$ cat src/scl_pkg.sv
package scl_pkg;

    localparam int CNT_W     = 11;
    localparam int NUM_SLOTS = 7;
    localparam int Q_DEPTH   = 2;

    typedef enum logic [1:0] {
        K_WORD = 2'd0,
        K_SEP  = 2'd1,
        K_OP   = 2'd2,
        K_DONE = 2'd3
    } t_kind;

    typedef enum logic [1:0] {
        P_NONE = 2'd0,
        P_LT   = 2'd1,
        P_GT   = 2'd2,
        P_AMP  = 2'd3
    } t_pend;

    localparam logic [7:0] OP_LT   = 8'd0;
    localparam logic [7:0] OP_LTLT = 8'd1;
    localparam logic [7:0] OP_GT   = 8'd2;
    localparam logic [7:0] OP_GTGT = 8'd3;
    localparam logic [7:0] OP_AMP  = 8'd4;
    localparam logic [7:0] OP_AND  = 8'd5;
    localparam logic [7:0] OP_PIPE = 8'd6;

    localparam logic [7:0] CH_NL   = 8'h0a;
    localparam logic [7:0] CH_LT   = 8'h3c;
    localparam logic [7:0] CH_GT   = 8'h3e;
    localparam logic [7:0] CH_AMP  = 8'h26;
    localparam logic [7:0] CH_PIPE = 8'h7c;
    localparam logic [7:0] CH_SP   = 8'h20;

    typedef struct packed {
        t_kind            kind;
        logic [7:0]       value;
        logic [CNT_W-1:0] count;
    } t_tok;

    // one accepted character expanded into its ordered result tokens
    typedef struct packed {
        logic [2:0]                num;
        t_tok [NUM_SLOTS-1:0]      toks;
    } t_cmd;

    function automatic logic [7:0] dbl_char(input t_pend p);
        logic [7:0] c;
        c = 8'h00;
        unique case (p)
            P_LT:    c = CH_LT;
            P_GT:    c = CH_GT;
            P_AMP:   c = CH_AMP;
            default: c = 8'h00;
        endcase
        return c;
    endfunction

    function automatic logic [7:0] sgl_code(input t_pend p);
        logic [7:0] c;
        c = OP_LT;
        unique case (p)
            P_GT:    c = OP_GT;
            P_AMP:   c = OP_AMP;
            default: c = OP_LT;
        endcase
        return c;
    endfunction

    function automatic logic [7:0] dbl_code(input t_pend p);
        logic [7:0] c;
        c = OP_LTLT;
        unique case (p)
            P_GT:    c = OP_GTGT;
            P_AMP:   c = OP_AND;
            default: c = OP_LTLT;
        endcase
        return c;
    endfunction

    function automatic t_cmd add_tok(input t_cmd cmd, input t_kind kind,
                                     input logic [7:0] value,
                                     input logic [CNT_W-1:0] count);
        t_cmd r;
        r = cmd;
        r.toks[r.num] = '{kind: kind, value: value, count: count};
        r.num = r.num + 3'd1;
        return r;
    endfunction

endpackage

$ cat src/scl_fifo.sv
module scl_fifo #(
    parameter int WIDTH = 8,
    parameter int DEPTH = 2
) (
    input  logic             i_clk,
    input  logic             i_rst_n,
    input  logic             i_wr,
    input  logic [WIDTH-1:0] i_wdata,
    input  logic             i_rd,
    output logic [WIDTH-1:0] o_rdata,
    output logic             o_full,
    output logic             o_empty
);

    localparam int PW = (DEPTH > 1) ? $clog2(DEPTH) : 1;
    localparam int CW = $clog2(DEPTH + 1);
    localparam logic [PW-1:0] LAST_PTR = PW'(DEPTH - 1);
    localparam logic [CW-1:0] FULL_CNT = CW'(DEPTH);

    logic [WIDTH-1:0] r_mem [DEPTH];
    logic [PW-1:0]    r_wptr, r_rptr;
    logic [CW-1:0]    r_cnt;
    logic             do_wr, do_rd;

    assign o_full  = (r_cnt == FULL_CNT);
    assign o_empty = (r_cnt == '0);
    assign o_rdata = r_mem[r_rptr];
    assign do_wr   = i_wr && !o_full;
    assign do_rd   = i_rd && !o_empty;

    always_ff @(posedge i_clk) begin
        if (!i_rst_n) begin
            r_wptr <= '0;
            r_rptr <= '0;
            r_cnt  <= '0;
        end else begin
            if (do_wr) begin
                r_wptr <= (r_wptr == LAST_PTR) ? '0 : r_wptr + 1'b1;
            end
            if (do_rd) begin
                r_rptr <= (r_rptr == LAST_PTR) ? '0 : r_rptr + 1'b1;
            end
            if (do_wr && !do_rd) begin
                r_cnt <= r_cnt + 1'b1;
            end else if (do_rd && !do_wr) begin
                r_cnt <= r_cnt - 1'b1;
            end
        end
    end

    always_ff @(posedge i_clk) begin
        if (do_wr) begin
            r_mem[r_wptr] <= i_wdata;
        end
    end

endmodule

$ cat src/scl_front.sv
module scl_front #(
    parameter int MAX_LINE = 1024
) (
    input  logic          i_clk,
    input  logic          i_rst_n,
    input  logic          i_accept,
    input  logic [7:0]    i_char_in,
    input  logic          i_line_end,
    output logic          o_wr,
    output scl_pkg::t_cmd o_cmd
);
    import scl_pkg::*;

    localparam int CAP_INT = (MAX_LINE < 2047) ? MAX_LINE : 2047;
    localparam logic [CNT_W-1:0] COUNT_CAP = CNT_W'(CAP_INT);

    t_pend            r_pend, n_pend;
    logic             r_psep, n_psep;
    logic [CNT_W-1:0] r_cnt, n_cnt;
    t_cmd             cmd;
    logic             have;
    logic [7:0]       op;

    function automatic logic [CNT_W-1:0] sat_inc(input logic [CNT_W-1:0] c);
        return (c < COUNT_CAP) ? c + 1'b1 : c;
    endfunction

    always_comb begin
        cmd    = '0;
        n_pend = r_pend;
        n_psep = r_psep;
        n_cnt  = r_cnt;
        op     = OP_LT;
        // a newline on the final byte is stripped and never closes an operator
        have   = !(i_line_end && i_char_in == CH_NL);

        if (r_pend != P_NONE) begin
            n_pend = P_NONE;
            if (have && i_char_in == dbl_char(r_pend)) begin
                op   = dbl_code(r_pend);
                have = 1'b0;
            end else begin
                op = sgl_code(r_pend);
            end
            n_cnt = sat_inc(n_cnt);
            if (!n_psep) cmd = add_tok(cmd, K_SEP, 8'h00, n_cnt);
            cmd = add_tok(cmd, K_OP, op, n_cnt);
            cmd = add_tok(cmd, K_SEP, 8'h00, n_cnt);
            n_psep = 1'b1;
        end

        if (have) begin
            case (i_char_in)
                CH_LT:  n_pend = P_LT;
                CH_GT:  n_pend = P_GT;
                CH_AMP: n_pend = P_AMP;
                CH_PIPE: begin
                    n_cnt = sat_inc(n_cnt);
                    if (!n_psep) cmd = add_tok(cmd, K_SEP, 8'h00, n_cnt);
                    cmd = add_tok(cmd, K_OP, OP_PIPE, n_cnt);
                    cmd = add_tok(cmd, K_SEP, 8'h00, n_cnt);
                    n_psep = 1'b1;
                end
                CH_SP: begin
                    if (!n_psep) begin
                        cmd    = add_tok(cmd, K_SEP, 8'h00, n_cnt);
                        n_psep = 1'b1;
                    end
                end
                default: begin
                    if (n_psep) n_cnt = sat_inc(n_cnt);
                    cmd    = add_tok(cmd, K_WORD, i_char_in, n_cnt);
                    n_psep = 1'b0;
                end
            endcase
        end

        if (i_line_end) begin
            if (n_pend != P_NONE) begin
                n_cnt = sat_inc(n_cnt);
                if (!n_psep) cmd = add_tok(cmd, K_SEP, 8'h00, n_cnt);
                cmd = add_tok(cmd, K_OP, sgl_code(n_pend), n_cnt);
                cmd = add_tok(cmd, K_SEP, 8'h00, n_cnt);
            end
            cmd    = add_tok(cmd, K_SEP, 8'h00, n_cnt);
            cmd    = add_tok(cmd, K_DONE, 8'h00, n_cnt);
            n_pend = P_NONE;
            n_psep = 1'b1;
            n_cnt  = '0;
        end
    end

    // characters that only open an operator produce nothing to queue
    assign o_wr  = i_accept && (cmd.num != 3'd0);
    assign o_cmd = cmd;

    always_ff @(posedge i_clk) begin
        if (!i_rst_n) begin
            r_pend <= P_NONE;
            r_psep <= 1'b1;
            r_cnt  <= '0;
        end else if (i_accept) begin
            r_pend <= n_pend;
            r_psep <= n_psep;
            r_cnt  <= n_cnt;
        end
    end

endmodule

$ cat src/scl_back.sv
module scl_back (
    input  logic               i_clk,
    input  logic               i_rst_n,
    input  scl_pkg::t_cmd      i_cmd,
    input  logic               i_cmd_empty,
    output logic               o_cmd_rd,
    output logic               o_empty,
    input  logic               i_pop,
    output scl_pkg::t_kind     o_kind,
    output logic [7:0]         o_value,
    output logic [scl_pkg::CNT_W-1:0] o_token_count,
    output logic               o_line_ok,
    output logic               o_last
);
    import scl_pkg::*;

    t_cmd       r_cmd;
    logic [2:0] r_idx;
    logic       r_busy;
    t_tok       cur;
    logic       at_last, fin, load;

    assign cur      = r_cmd.toks[r_idx];
    assign at_last  = (r_idx == r_cmd.num - 3'd1);
    assign fin      = r_busy && i_pop && at_last;
    // refill in the same cycle the final token of a transaction leaves
    assign load     = (!r_busy || fin) && !i_cmd_empty;
    assign o_cmd_rd = load;

    assign o_empty       = !r_busy;
    assign o_kind        = cur.kind;
    assign o_value       = cur.value;
    assign o_token_count = cur.count;
    assign o_line_ok     = (cur.count != '0);
    assign o_last        = (cur.kind == K_DONE);

    always_ff @(posedge i_clk) begin
        if (!i_rst_n) begin
            r_busy <= 1'b0;
            r_idx  <= '0;
        end else if (load) begin
            r_busy <= 1'b1;
            r_idx  <= '0;
        end else if (fin) begin
            r_busy <= 1'b0;
        end else if (r_busy && i_pop) begin
            r_idx <= r_idx + 3'd1;
        end
    end

    always_ff @(posedge i_clk) begin
        if (load) begin
            r_cmd <= i_cmd;
        end
    end

endmodule

$ cat src/shell_command_tokenizer.sv
// Shell command-line tokenizer: one byte per push, line_end on the final byte.
// The front end classifies a character in the cycle it is accepted and turns
// it into a group of 0 to 7 result tokens (word char, separator, operator
// code for < << > >> & && |, and a line-done token carrying the count);
// a two-entry queue of such groups sits between it and the result side.
// Input is taken one byte per cycle while the queue has room; the result
// side hands out one token per cycle while pop is held, and a byte makes
// 0 tokens (one that only opens an operator) up to 7 (at line end), so
// the sustained rate is set by that one-token-per-cycle output.
// token_count saturates at the smaller of MAX_LINE and 2047.
module shell_command_tokenizer #(
    parameter int MAX_LINE = 1024
) (
    input  logic                      i_clk,
    input  logic                      i_rst_n,
    input  logic                      push,
    output logic                      full,
    input  logic [7:0]                i_char_in,
    input  logic                      i_line_end,
    output logic                      empty,
    input  logic                      pop,
    output logic [1:0]                o_kind,
    output logic [7:0]                o_value,
    output logic [scl_pkg::CNT_W-1:0] o_token_count,
    output logic                      o_line_ok,
    output logic                      o_last
);
    import scl_pkg::*;

    localparam int CMD_W = $bits(t_cmd);

    logic   accept;
    logic   q_wr, q_rd, q_full, q_empty;
    t_cmd   f_cmd, q_cmd;
    t_kind  kind;

    assign full   = q_full;
    assign accept = push && !q_full;
    assign o_kind = kind;

    scl_front #(
        .MAX_LINE (MAX_LINE)
    ) u_front (
        .i_clk      (i_clk),
        .i_rst_n    (i_rst_n),
        .i_accept   (accept),
        .i_char_in  (i_char_in),
        .i_line_end (i_line_end),
        .o_wr       (q_wr),
        .o_cmd      (f_cmd)
    );

    scl_fifo #(
        .WIDTH (CMD_W),
        .DEPTH (Q_DEPTH)
    ) u_queue (
        .i_clk   (i_clk),
        .i_rst_n (i_rst_n),
        .i_wr    (q_wr),
        .i_wdata (f_cmd),
        .i_rd    (q_rd),
        .o_rdata (q_cmd),
        .o_full  (q_full),
        .o_empty (q_empty)
    );

    scl_back u_back (
        .i_clk         (i_clk),
        .i_rst_n       (i_rst_n),
        .i_cmd         (q_cmd),
        .i_cmd_empty   (q_empty),
        .o_cmd_rd      (q_rd),
        .o_empty       (empty),
        .i_pop         (pop),
        .o_kind        (kind),
        .o_value       (o_value),
        .o_token_count (o_token_count),
        .o_line_ok     (o_line_ok),
        .o_last        (o_last)
    );

endmodule

$ cat config.mk
export PLATFORM = sky130hd
export DESIGN_NAME = shell_command_tokenizer
export DESIGN_NICKNAME = d
export VERILOG_FILES = /design/src/scl_pkg.sv /design/src/scl_fifo.sv /design/src/scl_front.sv /design/src/scl_back.sv /design/src/shell_command_tokenizer.sv
export SDC_FILE = /design/constraint.sdc
export NUM_CORES = 1
export LEC_CHECK = 0
export ABC_AREA = 1
export BUFFER_PORTS_ARGS = -buffer_cell sky130_fd_sc_hd__buf_2
export CORE_UTILIZATION = 35
export DETAILED_ROUTE_END_ITERATION = 8
export MAX_ROUTING_LAYER = met4
export PLACE_DENSITY = 0.46
export SLEW_MARGIN = 30
export SYNTH_ARGS = -nofsm -noshare
export SYNTH_HDL_FRONTEND = slang
export SYNTH_SLANG_ARGS = --single-unit
$ cat constraint.sdc
create_clock -name i_clk -period 24.6 [get_ports i_clk]
set_input_delay 2.46 -clock i_clk [delete_from_list [all_inputs] [get_ports i_clk]]
set_output_delay 2.46 -clock i_clk [all_outputs]
set_load 0.05 [all_outputs]
; Yosys cells after proc, flatten, opt, wreduce, memory -nomap -nowiden
; Memory sizes are Yosys's and may differ from the RTL's. A register that Yosys moved wholly into a read port is not among the register bits.
; Cells that the tools add are included.
[classes]
add_sub_neg = 19
order_cmp = 24
n_eq_ne = 15
n_mux = 88
n_bitwise = 2
n_reduce_logical = 41
[op_table]
columns = operator, count
row1 = two-way mux 150 bit, 13
row2 = bitwise mux 147 bit, 12
row3 = demux 21 bit (select 3 bit), 10
row4 = case mux 150 bit (3 select lines), 1
row5 = two-way mux 21 bit, 11
row6 = two-way mux 148 bit, 1
row7 = two-way mux 11 bit, 11
row8 = binary-select mux 21 bit (select 3 bit), 1
row9 = < comparator 3 x 4 -> 1 bit (second input constant), 11
row10 = two-way mux 8 bit, 5
row11 = adder 11 x 1 -> 11 bit (second input constant), 3
row12 = adder 3 x 1 -> 3 bit (second input constant), 11
row13 = < comparator 11 bit (second input constant), 3
row14 = equality test 8 x 6 -> 1 bit (second input constant), 4
row15 = >= comparator 3 x 1 -> 1 bit (second input constant), 10
row16 = case mux 11 bit (2 select lines), 1
row17 = logical AND 1 bit, 21
row18 = case mux 3 bit (2 select lines), 3
row19 = case mux 6 bit (3 select lines), 1
row20 = equality test 2 bit (second input constant), 6
row21 = two-way mux 1 bit, 11
row22 = nonzero test 11 bit, 1
row23 = two-way mux 2 bit, 5
row24 = equality test 8 x 4 -> 1 bit (second input constant), 1
row25 = other kinds (21), 32
[word_totals]
register_bits = 22
ramBits = 300
n_memories = 1
[memory_table]
columns = memory, words, width, read_ports, rd_ports_with_merged_regs, wr, line
row1 = u_queue.r_mem, 2, 150, 1, 1, 1, scl_fifo.sv:20  ; logic [WIDTH-1:0] r_mem [DEPTH];

; Logic depth before layout (Yosys ltp)
; Gate-level depths: netlist of the first run.
[depth]
depth_word = 57
mapped_depth = 40
mapped_depth_nobuf = 34

; Hierarchy
; From an unflattened synthesis of the first run, not the netlist that was laid out.
[hier_totals]
hier_cells = 3170
area_unflattened_um2 = 28308.4
[by_module_without_submodules]
columns = module, n_inst, cells_each, area_per_inst_um2, seq_area_each_um2
row1 = scl_fifo, 1, 505, 11478.5, 9108.7
row2 = scl_front, 1, 2099, 10396.2, 280.3
row3 = scl_back, 1, 564, 6423.7, 4584.4
row4 = shell_command_tokenizer, 1, 2, 10.0, 0.0

; Worst setup path after synthesis of the first run
; OpenSTA, ideal clock, no wires.
[synth_path]
path_kind = input -> register
start = in i_char_in[4]
end = mem u_queue.r_mem[0][0] (netlist name), enable pin
arrival_ns = 11.425
setup_slack_ns = 12.551
stages = 28
n_path_buf = 1
path_cell_list = buf_6 -> inv_2 -> nand2_1 -> nor2_2 -> nand2_2 -> nand2_2 -> nor2_4 -> nand2_2 -> nand2_1 -> o211ai_1 -> nand3_2 -> inv_1 -> ha_1 -> o21ai_2 -> inv_1 -> ha_1 -> inv_1 -> nand3_1 -> nand3_1 -> o21ai_4 -> ha_1 -> inv_1 -> nor2_2 -> nand3b_1 -> a21oi_1 -> nand3_1 -> nand2_1 -> nor2_1
[synth_between]
elab_chain_len = 23
word_cells_on_any_way = 37
cone_classes = add/sub: 5 / eq/ne: 7 / mux: 16 / reduce/logical: 9
[synth_rtl]
columns = item, line
row1 = from (decl), shell_command_tokenizer.sv:18  ; input logic [7:0] i_char_in,
row2 = equality test 8 x 4 -> 1 bit, scl_front.sv:35  ; have = !(i_line_end && i_char_in == CH_NL);
row3 = logical AND 1 bit, scl_front.sv:35
row4 = zero test 1 bit, scl_front.sv:35
row5 = logical AND 1 bit, scl_front.sv:39  ; if (have && i_char_in == dbl_char(r_pend)) begin
row6 = two-way mux 1 bit, scl_front.sv:39
row7 = two-way mux 1 bit, scl_front.sv:37  ; if (r_pend != P_NONE) begin
row8 = two-way mux 150 bit, scl_front.sv:52  ; if (have) begin
row9 = adder 3 x 1 -> 3 bit, scl_pkg.sv:88  ; r.num = r.num + 3'd1;
row10 = (+6 left out), --
row11 = two-way mux 150 bit, scl_front.sv:78  ; if (i_line_end) begin
row12 = adder 3 x 1 -> 3 bit (2 in series), scl_pkg.sv:88
row13 = two-way mux 150 bit *, scl_front.sv:78
row14 = nonzero test 3 bit *, scl_front.sv:94  ; assign o_wr = i_accept && (cmd.num != 3'd0);
row15 = logical AND 1 bit *, scl_front.sv:94
row16 = logical AND 1 bit *, scl_fifo.sv:28  ; assign do_wr = i_wr && !o_full;
row17 = two-way mux 1 bit *, scl_fifo.sv:52  ; if (do_wr) begin
row18 = two-way mux 1 bit (implied by the code) *, scl_fifo.sv:53  ; r_mem[r_wptr] <= i_wdata;
row19 = to (decl), scl_fifo.sv:20
; Mark *: on every way between the ends. The rest lies on a longest branch, timed or not. The select of a mux whose other input is x is not followed.

; Final worst setup path of the first run
[layout_path]
start = in i_char_in[4]
end = mem u_queue.r_mem[0][92] (netlist name), enable pin
; Same word-level chain as after synthesis.

==> summary.md, run 1 <==
| Metric | Value |
|---|---|
| Fin. Hold Viols | `0` |
| P&R area growth vs syn | `9.87%` |
| Cts repair resizes | `0` |
| Tmin final | `9.17 ns` |
| Critical path class | `in -> reg` |
| Yosys warns | `0` |
| Die ar. | `72600 sq um` |
| Reg clk slew, reported paths | `0.06 ns` |
| Fin Hold WS | `about 0.50 ns` |
| Worst-Skew Late Latency | `just under 0.6 ns` |
| Post-DP HPWL | `between 70000 and 80000 um` |
| Starting Density | `between 30% and 40%` |
| Remaining Overflow, GRT | `0` |
| DRT Pass-1 Iters | `6` |
| Reg2reg start | `u_front.r_pend[0]$_SDFFE_PN0P_` |
| Bufs on Longest Clock Path | `3` |
| Number of max-slew violations in the final report | `0` |
| Rel. slew slack | `slightly above 30%` |
| # Max-Cap Violations | `0` |
| Vias in the first global route | `around 20000` |
| All-Layer GR Usage | `approximately 28%` |
| Setup_tns | `0 ns` |
| Buffers on Ports | `37` |
| Startpoint Class | `primary input` |
| Core footprint | `between 70000 and 80000 sq um` |
| Share of cells above drive strength 1 | `12.2%` |
| Postcts setup bufs | `0` |
| Cell area after layout | `between 20000 and 30000 sq um` |
| Initial antenna violation count | `5` |
| Mux contribution to synthesized area | `0%` |
| TritonCTS Buffers | `48` |
| Pwr dens | `approximately 90 nW/um^2` |
| CP max stage delay | `between 0.6 and 0.7 ns` |
| First-pass GRT wire length | `roughly 140000 um` |
| I/O Pins | `38` |
| CTS tree | `yes` |
| Required time worst endpoint | `around 25 ns` |
| WHS Path Cells | `2` |
| Asr flop ratio synth | `0%` |
| Xor and xnor area share after synthesis | `0.405%` |
| Area of the mapped netlist | `~25000 sq um` |
| CTS root buffer | `clkbuf_16` |
| Crit path top cell by count | `inv_1` |
| Hold EP | `u_front.r_cnt[7]$_SDFFE_PN0P_` |
| DR vias/cell | `5.50` |
| CP max FO | `between 50 and 60` |
| CTS Hold Bufs | `0` |
| DR iter-0 viols | `between 2000 and 2500` |
| Worst Tran Pin Value | `between 1 and 1.5 ns` |
| Simple-gate portion of the synthesized area | `between 30 and 40%` |
| Wire per inst | `~25 um` |
| Overall routed net length | `99300 um` |
| Largest family of logic cells by synthesized area | `simple AND/OR/NAND/NOR gates` |
| Seq/Total Area, Yosys | `between 40% and 50%` |
| DP Area | `roughly 26000 sq um` |
| Largest net degree at the start of global routing | `84` |
| CP max-delay cell | `buf_4` |
| Synth unique cells | `63` |
| Syn_nets | `just over 3000` |
| Status | `finished, final reports clean` |
| R2R Setup Slk | `16.29 ns` |
| DR vias | `approximately 22000` |
| # clock sinks | `about 420` |
| Hold Path Origin | `u_front.r_cnt[7]$_SDFFE_PN0P_` |
| Cell Rows | `97` |
| Mean cell area of the mapped netlist | `between 8 and 9 sq um` |
| Area share of fa/ha/maj cells after synthesis | `between 1 and 1.5%` |
| Final core utilization | `39.1%` |
| Leak pwr | `~11 nW` |
| Synth Area in Compound Gates | `around 13%` |
| Die width | `between 200 and 300 um` |
| Final nets | `a little over 3000` |
| RSZ-0062 raised after global routing | `false` |
| Gpl congestion | `0.964` |
| Commonest non-fill, non-tap cells in the layout | `1035 x nand2_1, 396 x edfxtp_1, 243 x nand3_1` |
| Setup WS pre-CTS | `approximately 15 ns` |
| Synthesized flop and latch total | `418` |
| Max Freq | `roughly 110 MHz` |
| Worst Setup End Kind | `flop` |
| Die Y | `between 200 and 300 um` |
| Worst hold path type | `reg -> reg` |
| DRC | `0` |
| Finish-stage setup viols | `0` |
| R2r endpoint | `u_queue.r_mem[0][92]$_DFFE_PP_` |
| Post-synth EDFFs | `between 300 and 400` |
| Final Skew | `~0.015 ns` |
| Worst r2r path cells | `33` |
| Arrival time worst endpoint | `around 9.4 ns` |
| H-tree Lvls | `2` |
| Max IR drop VDD | `0.0971 mV` |
| Top_reg_cell synth | `edfxtp_1` |
| Worst setup margin | `roughly 15 ns` |
| Period utilization | `between 30% and 40%` |
| Cell count after synthesis | `roughly 3100` |
| Post-DRT Antenna Nets | `0` |
| Most common cell after layout, fill and taps aside | `nand2_1` |
## area by class of cell
type | count | area, sq um
tap | 940 | 1180
multi-input combinational | 2276 | 11200
sequential | 418 | 12300
fill | 7294 | 42900
antenna | 2 | 5.00
clock inverter | 28 | 256
timing repair buffer | 68 | 444
inverter | 224 | 860
clock buffer | 55 | 1230
## cell usage after synthesis (all sizes together), types with 8 or more instances
cell type | number | area [sq um]
nand2 | 1102 | 4420
edfxtp | 396 | 11900
nand3 | 279 | 1630
nor2 | 269 | 1170
o21ai | 251 | 1360
inv | 218 | 826
a21oi | 120 | 616
clkbuf | 89 | 334
buf | 56 | 338
o22ai | 50 | 313
o211ai | 32 | 259
nor3 | 26 | 165
ha | 24 | 300
dfxtp | 22 | 440
a31oi | 21 | 138
nand4 | 19 | 125
a22oi | 16 | 120
o2111ai | 9 | 78.8
o221ai | 8 | 70.1
xor2 | 8 | 92.6
## cells by family after synthesis
| kind of cell | Yosys count |
|---|---|
| buffers and inverters | 369 |
| and+or+nand+nor | 1710 |
| adders and majority gates | 24 |
| DFF | 418 |
| AOI/OAI and AO/OA | 533 |
| xor gates and xnor gates | 9 |
## flip-flops by register name, indices dropped and copies added (netlist names)
| register | count |
|---|---|
| u_queue.r_mem | 264 |
| u_back.r_cmd | 132 |
| u_front.r_cnt | 11 |
| u_back.r_idx | 3 |
| u_front.r_pend | 2 |
| u_queue.r_cnt | 2 |
| u_back.r_busy | 1 |
| u_front.r_psep | 1 |
| u_queue.r_rptr | 1 |
| u_queue.r_wptr | 1 |
## worst max-delay path, delay by kind of cell
kind,cells,cell delay (ns)
AO/OA/AOI/OAI,3,0.54
adder cells (fa/ha/maj),3,1.02
AND/OR/NAND/NOR,14,2.72
buffers and inverters,10,2.52
## power by group
group	internal, mW	switching [mW]
clock network	0.398	0.285
registers	1.04	0.0697
logic	0.147	0.548
total	1.58	0.902
## how the worst max path moves through the flow
stage	start	end	slack [ns]	depth (start not counted)
after floorplan	i_char_in[4]	u_queue.r_mem[0][0]$_DFFE_PP_	12.55	28
after global placement	i_char_in[4]	u_queue.r_mem[0][28]$_DFFE_PP_	14.86	29
after detailed placement	i_char_in[4]	u_queue.r_mem[0][28]$_DFFE_PP_	14.66	29
after CTS	i_char_in[4]	u_queue.r_mem[0][92]$_DFFE_PP_	15.26	29
after global routing	i_char_in[4]	u_queue.r_mem[0][92]$_DFFE_PP_	14.94	30
final	i_char_in[4]	u_queue.r_mem[0][92]$_DFFE_PP_	15.43	30
## metrics by stage
stage               total power, mW  cells
global placement               1.81   3925
finish                         2.48   4011
CTS                            2.51   4008
global route                   2.61   4011
floorplan                      1.59   3063
detailed placement             1.82   3925
## per-layer routing
metal | vias to the layer above | routed length (um) | track usage (%) | part of all wire (%)
met2 | 815 | 42400 | 39.5 | 43
li1 | 10400 | - | - | -
met5 | - | 0 | - | 0
met3 | 152 | 5720 | 3.29 | 5.8
met1 | 10700 | 48200 | 40.6 | 49
met4 | 0 | 2970 | 8.12 | 3.0
Note: power is estimated with default switching activity, not from simulation.
==> run 2: changes to the inputs <==
Settings changed: PLACE_DENSITY 0.46 to 0.48.
Clock period 24.6 ns to 7.7 ns, I/O delays scaled along.
==> summary.md, run 2 (synthesized netlist as in run 1, its figures left out) <==
| Metric | Value |
|---|---|
| DRC | `0` |
| I/O Pins | `38` |
| Commonest non-fill, non-tap cells in the layout | `1035 x nand2_1, 396 x edfxtp_1, 243 x nand3_1` |
| Status | `finished, final reports clean` |
| CP max FO | `41` |
| Largest register FFs | `264` |
| CP max stage delay | `around 0.47 ns` |
| Finish-stage setup viols | `0` |
| Final nets | `about 3100` |
| Post-DP HPWL | `between 70000 and 80000 um` |
| Biggest register | `u_queue.r_mem` |
| Post-DRT Antenna Nets | `0` |
| Most common cell after layout, fill and taps aside | `nand2_1` |
| Leak pwr | `about 11 nW` |
| CP max-delay cell | `clkinvlp_4` |
| Buffers on Ports | `37` |
| Number of max-slew violations in the final report | `0` |
| Setup_tns | `0 ns` |
| Worst Setup End Kind | `flop` |
| Vias in the first global route | `between 20000 and 25000` |
| DR vias | `22200` |
| Final core utilization | `39.1%` |
| Initial antenna violation count | `4` |
| Final Skew | `~0.053 ns` |
| TritonCTS Buffers | `between 40 and 50` |
| Max IR drop VDD | `roughly 0.32 mV` |
| P&R area growth vs syn | `9.99%` |
| Tmin final | `between 6 and 7 ns` |
| Post-layout power | `about 8 mW` |
| Overall routed net length | `between 100000 and 150000 um` |
| Fin Hold WS | `slightly below 0.5 ns` |
| CTS tree | `yes` |
| RSZ-0062 raised after global routing | `false` |
| Core footprint | `70400 sq um` |
| Wire per inst | `approximately 25 um` |
| Worst hold path type | `in -> reg` |
| Cell Rows | `97` |
| Gpl congestion | `0.968` |
| Reg clk slew, reported paths | `around 0.06 ns` |
| CTS Hold Bufs | `0` |
| Startpoint Class | `flop` |
| Starting Density | `between 30 and 40%` |
| Die width | `269 um` |
| # Max-Cap Violations | `0` |
| First-pass GRT wire length | `~150000 um` |
| Max Freq | `between 100 and 150 MHz` |
| Die ar. | `slightly above 70000 sq um` |
| Cts repair resizes | `0` |
| Required time worst endpoint | `around 8 ns` |
| DRT Pass-1 Iters | `6` |
| Cell area after layout | `about 28000 sq um` |
| Die Y | `approximately 270 um` |
| H-tree Lvls | `2` |
| Fin. Hold Viols | `0` |
| Worst-Skew Late Latency | `between 0.6 and 0.7 ns` |
| # clock sinks | `418` |
| Rel. slew slack | `33.5%` |
| Arrival time worst endpoint | `between 6 and 7 ns` |
| Pwr dens | `between 200 and 300 nW/um^2` |
| # placed instances | `~3900` |
| Largest net degree at the start of global routing | `81` |
| Share of cells above drive strength 1 | `approximately an eighth` |
| Non-filler cells, final | `4019` |
| Worst Tran Pin Value | `around 0.99 ns` |
| DP Area | `around 26000 sq um` |
| Postcts setup bufs | `0` |
| Setup WS pre-CTS | `about 0.9 ns` |
| DR vias/cell | `5.53` |
| Critical path class | `reg -> reg` |
| Worst setup margin | `1.01 ns` |
| Bufs on Longest Clock Path | `3` |
| All-Layer GR Usage | `between 20% and 30%` |
| Period utilization | `between 80% and 90%` |
| Largest regs | `u_queue.r_mem x264, u_back.r_cmd x132, u_front.r_cnt x11` |
| Crit path top cell by count | `inv_1` |
| Remaining Overflow, GRT | `0` |
| Fill count | `just over 7000` |
| CTS root buffer | `clkbuf_16` |
| DR iter-0 viols | `between 2000 and 2500` |
==> run 2: cell type report <==
| type | instances | area, sq um | area share, % |
|---|---|---|---|
| multi-input cells | 2276 | 11200 | 40.7 |
| inverters | 224 | 863 | 3.14 |
| repair buffers | 80 | 561 | 2.04 |
| clock inverters | 22 | 193 | 0.700 |
| well taps | 940 | 1180 | 4.27 |
| clock buffers | 57 | 1190 | 4.33 |
| diodes | 2 | 5.00 | 0.0182 |
| flip-flops and latches | 418 | 12300 | 44.8 |
==> run 2: power by group <==
part | switching (mW) | internal, mW
clock network | 0.930 | 1.14
logic | 1.75 | 0.483
registers | 0.225 | 3.30
total | 2.91 | 4.93
==> run 2: routing by layer <==
metal	global-route usage, %	routed length (um)
met4	8.36	3070
met2	41.3	44000
met3	3.86	6940
met5	-	0
met1	40.8	47700
==> run 2: worst paths after layout <==
check,slack (ns),start,end,cells past startpoint
worst max-delay path,1.01,u_front.r_pend[1]$_SDFFE_PN0P_,u_queue.r_mem[1][67]$_DFFE_PP_,30
worst min-delay path,0.48,i_rst_n,u_front.r_psep$_SDFFE_PN1P_,2
worst max register to register,1.01,u_front.r_pend[1]$_SDFFE_PN0P_,u_queue.r_mem[1][67]$_DFFE_PP_,30
worst min register to register,0.49,u_queue.r_mem[0][89]$_DFFE_PP_,u_back.r_cmd[89]$_DFFE_PP_,2
==> run 2: critical path, delay by kind of cell, from the launching register on <==
family / cells / cell delay (ns)
adder cells (fa/ha/maj): 5 / 1.61
AND/OR/NAND/NOR: 11 / 1.47
buffers and inverters: 10 / 2.05
flip-flops: 1 / 0.43
AO/OA/AOI/OAI: 4 / 0.71
==> run 3: changes to the inputs <==
Settings changed: BUFFER_PORTS_ARGS -buffer_cell sky130_fd_sc_hd__buf_2 to default, DONT_BUFFER_PORTS from default to 1.
==> summary.md, run 3 (synthesized netlist as in run 1, its figures left out) <==
| Metric | Value |
|---|---|
| DR vias/cell | `~5.5` |
| Required time worst endpoint | `around 7.9 ns` |
| RSZ-0062 raised after global routing | `false` |
| Number of max-slew violations in the final report | `0` |
| Max Freq | `about 160 MHz` |
| Wire per inst | `roughly 25 um` |
| Die ar. | `between 70000 and 80000 sq um` |
| Cts repair resizes | `0` |
| Remaining Overflow, GRT | `0` |
| Largest register FFs | `~260` |
| Arrival time worst endpoint | `between 6 and 7 ns` |
| Period utilization | `83.7%` |
| Biggest register | `u_queue.r_mem` |
| Post-DRT Antenna Nets | `0` |
| DRC | `0` |
| Final nets | `a little over 3000` |
| Crit path top cell by count | `inv_1` |
| Largest regs | `u_queue.r_mem x264, u_back.r_cmd x132, u_front.r_cnt x11` |
| CP max-delay cell | `dfxtp_1` |
| Core footprint | `70400 sq um` |
| All-Layer GR Usage | `27.7%` |
| CTS root buffer | `clkbuf_16` |
| I/O Pins | `38` |
| # clock sinks | `418` |
| Critical path class | `reg -> reg` |
| Setup WS pre-CTS | `roughly 1.4 ns` |
| Rel. slew slack | `between 30% and 40%` |
| N_diodes | `0` |
| P&R area growth vs syn | `10.3%` |
| Die width | `269 um` |
| Status | `finished, final reports clean` |
| Startpoint Class | `flop` |
| Finish-stage setup viols | `0` |
| CTS tree | `yes` |
| Most common cell after layout, fill and taps aside | `nand2_1` |
| Worst hold path type | `in -> reg` |
| Buffers on Ports | `0` |
| # placed instances | `a little under 4000` |
| Worst Setup End Kind | `flop` |
| Vias in the first global route | `between 20000 and 25000` |
| Leak pwr | `11.0 nW` |
| Bufs on Longest Clock Path | `3` |
| CP max stage delay | `0.42 ns` |
| Fin. Hold Viols | `0` |
| Worst Tran Pin Value | `between 1 and 1.5 ns` |
| Worst setup margin | `around 1.3 ns` |
| Reg area | `12300 sq um` |
| # Max-Cap Violations | `0` |
| First-pass GRT wire length | `144000 um` |
| Commonest non-fill, non-tap cells in the layout | `1035 x nand2_1, 396 x edfxtp_1, 243 x nand3_1` |
| Setup_tns | `0 ns` |
| Post-DP HPWL | `72900 um` |
| Largest net degree at the start of global routing | `between 100 and 150` |
| Multi-input logic area | `11200 sq um` |
| Final Skew | `0.0589 ns` |
| Pwr dens | `around 290 nW/um^2` |
| DR vias | `22100` |
| H-tree Lvls | `2` |
| Non-filler cells, final | `about 4000` |
| Overall routed net length | `between 90000 and 100000 um` |
| Cell Rows | `97` |
| Fill count | `slightly above 7000` |
| TritonCTS Buffers | `between 40 and 50` |
| Initial antenna violation count | `0` |
| DRT Pass-1 Iters | `6` |
| Fin Hold WS | `about 0.22 ns` |
| Worst-Skew Late Latency | `0.63 ns` |
| Starting Density | `35.6%` |
| Max IR drop VDD | `roughly 0.27 mV` |
| Reg clk slew, reported paths | `around 0.06 ns` |
| Die Y | `roughly 270 um` |
| CP max FO | `60` |
| Share of cells above drive strength 1 | `a little under an eighth` |
| CTS Hold Bufs | `0` |
| Tmin final | `6.45 ns` |
| DR iter-0 viols | `between 2000 and 2500` |
| Postcts setup bufs | `0` |
| Gpl congestion | `0.999` |
## run 3: cell types whose count changed in the layout (fill, tap and decap cells not counted), moves of 3 or more
cell,before,now
a21oi_1,116,113
a21oi_2,4,7
buf_2,36,0
buf_4,40,47
bufinv_16,1,4
clkbuf_1,11,8
clkbuf_16,46,49
clkinv_2,3,6
## run 3: routing by layer
metal / share of wire (%) / vias to the layer above / GRT usage (%)
met5: 0 / - / -
met4: 2.4 / 0 / 6.70
met3: 7.2 / 155 / 4.01
met2: 44 / 918 / 40.9
met1: 47 / 10700 / 39.7
li1: - / 10300 / -
## run 3: path summary, 6_finish.rpt
path                                                      start                              to  slack [ns]  depth (start not counted)
worst max-delay path             u_front.r_pend[1]$_SDFFE_PN0P_  u_queue.r_mem[0][63]$_DFFE_PP_        1.25                         30
worst min-delay path                                    i_rst_n     u_front.r_psep$_SDFFE_PN1P_        0.22                          1
worst max register to register   u_front.r_pend[1]$_SDFFE_PN0P_  u_queue.r_mem[0][63]$_DFFE_PP_        1.25                         30
worst min register to register  u_queue.r_mem[0][113]$_DFFE_PP_     u_back.r_cmd[113]$_DFFE_PP_        0.49                          2
## run 3: area by class of cell
type | instances | area share [%]
Multi-Input combinational cell | 2276 | 40.6
Timing Repair Buffer | 50 | 1.52
Clock inverter | 33 | 1.27
Clock buffer | 57 | 4.55
Tap cell | 940 | 4.26
Inverter | 224 | 3.11
Sequential cell | 418 | 44.7
## run 3: where the power goes
group	switching [mW]	total, mW	internal, mW	leakage (nW)
logic	1.77	2.25	0.482	6.30
registers	0.171	3.47	3.30	3.97
clock network	0.964	2.29	1.32	0.775
total	2.90	8.01	5.11	11.0
## run 3: stage by stage
step / cell area [sq um] / total power, mW / utilization [%]
final: 27600 / 8.01 / 39.2
after global routing: 27600 / 8.46 / 39.2
after CTS: 27600 / 8.10 / 39.2
after detailed placement: 26000 / 5.79 / 36.9
after global placement: 26000 / 5.77 / 36.9
after floorplan: 25000 / 5.04 / -
## run 3: critical path, delay by kind of cell, from the launching register on
family	cells	cell delay (ns)
adders and majority gates	5	1.65
buffers and inverters	9	1.49
DFF	1	0.42
and+or+nand+nor	12	1.81
AOI/OAI and AO/OA	4	0.58
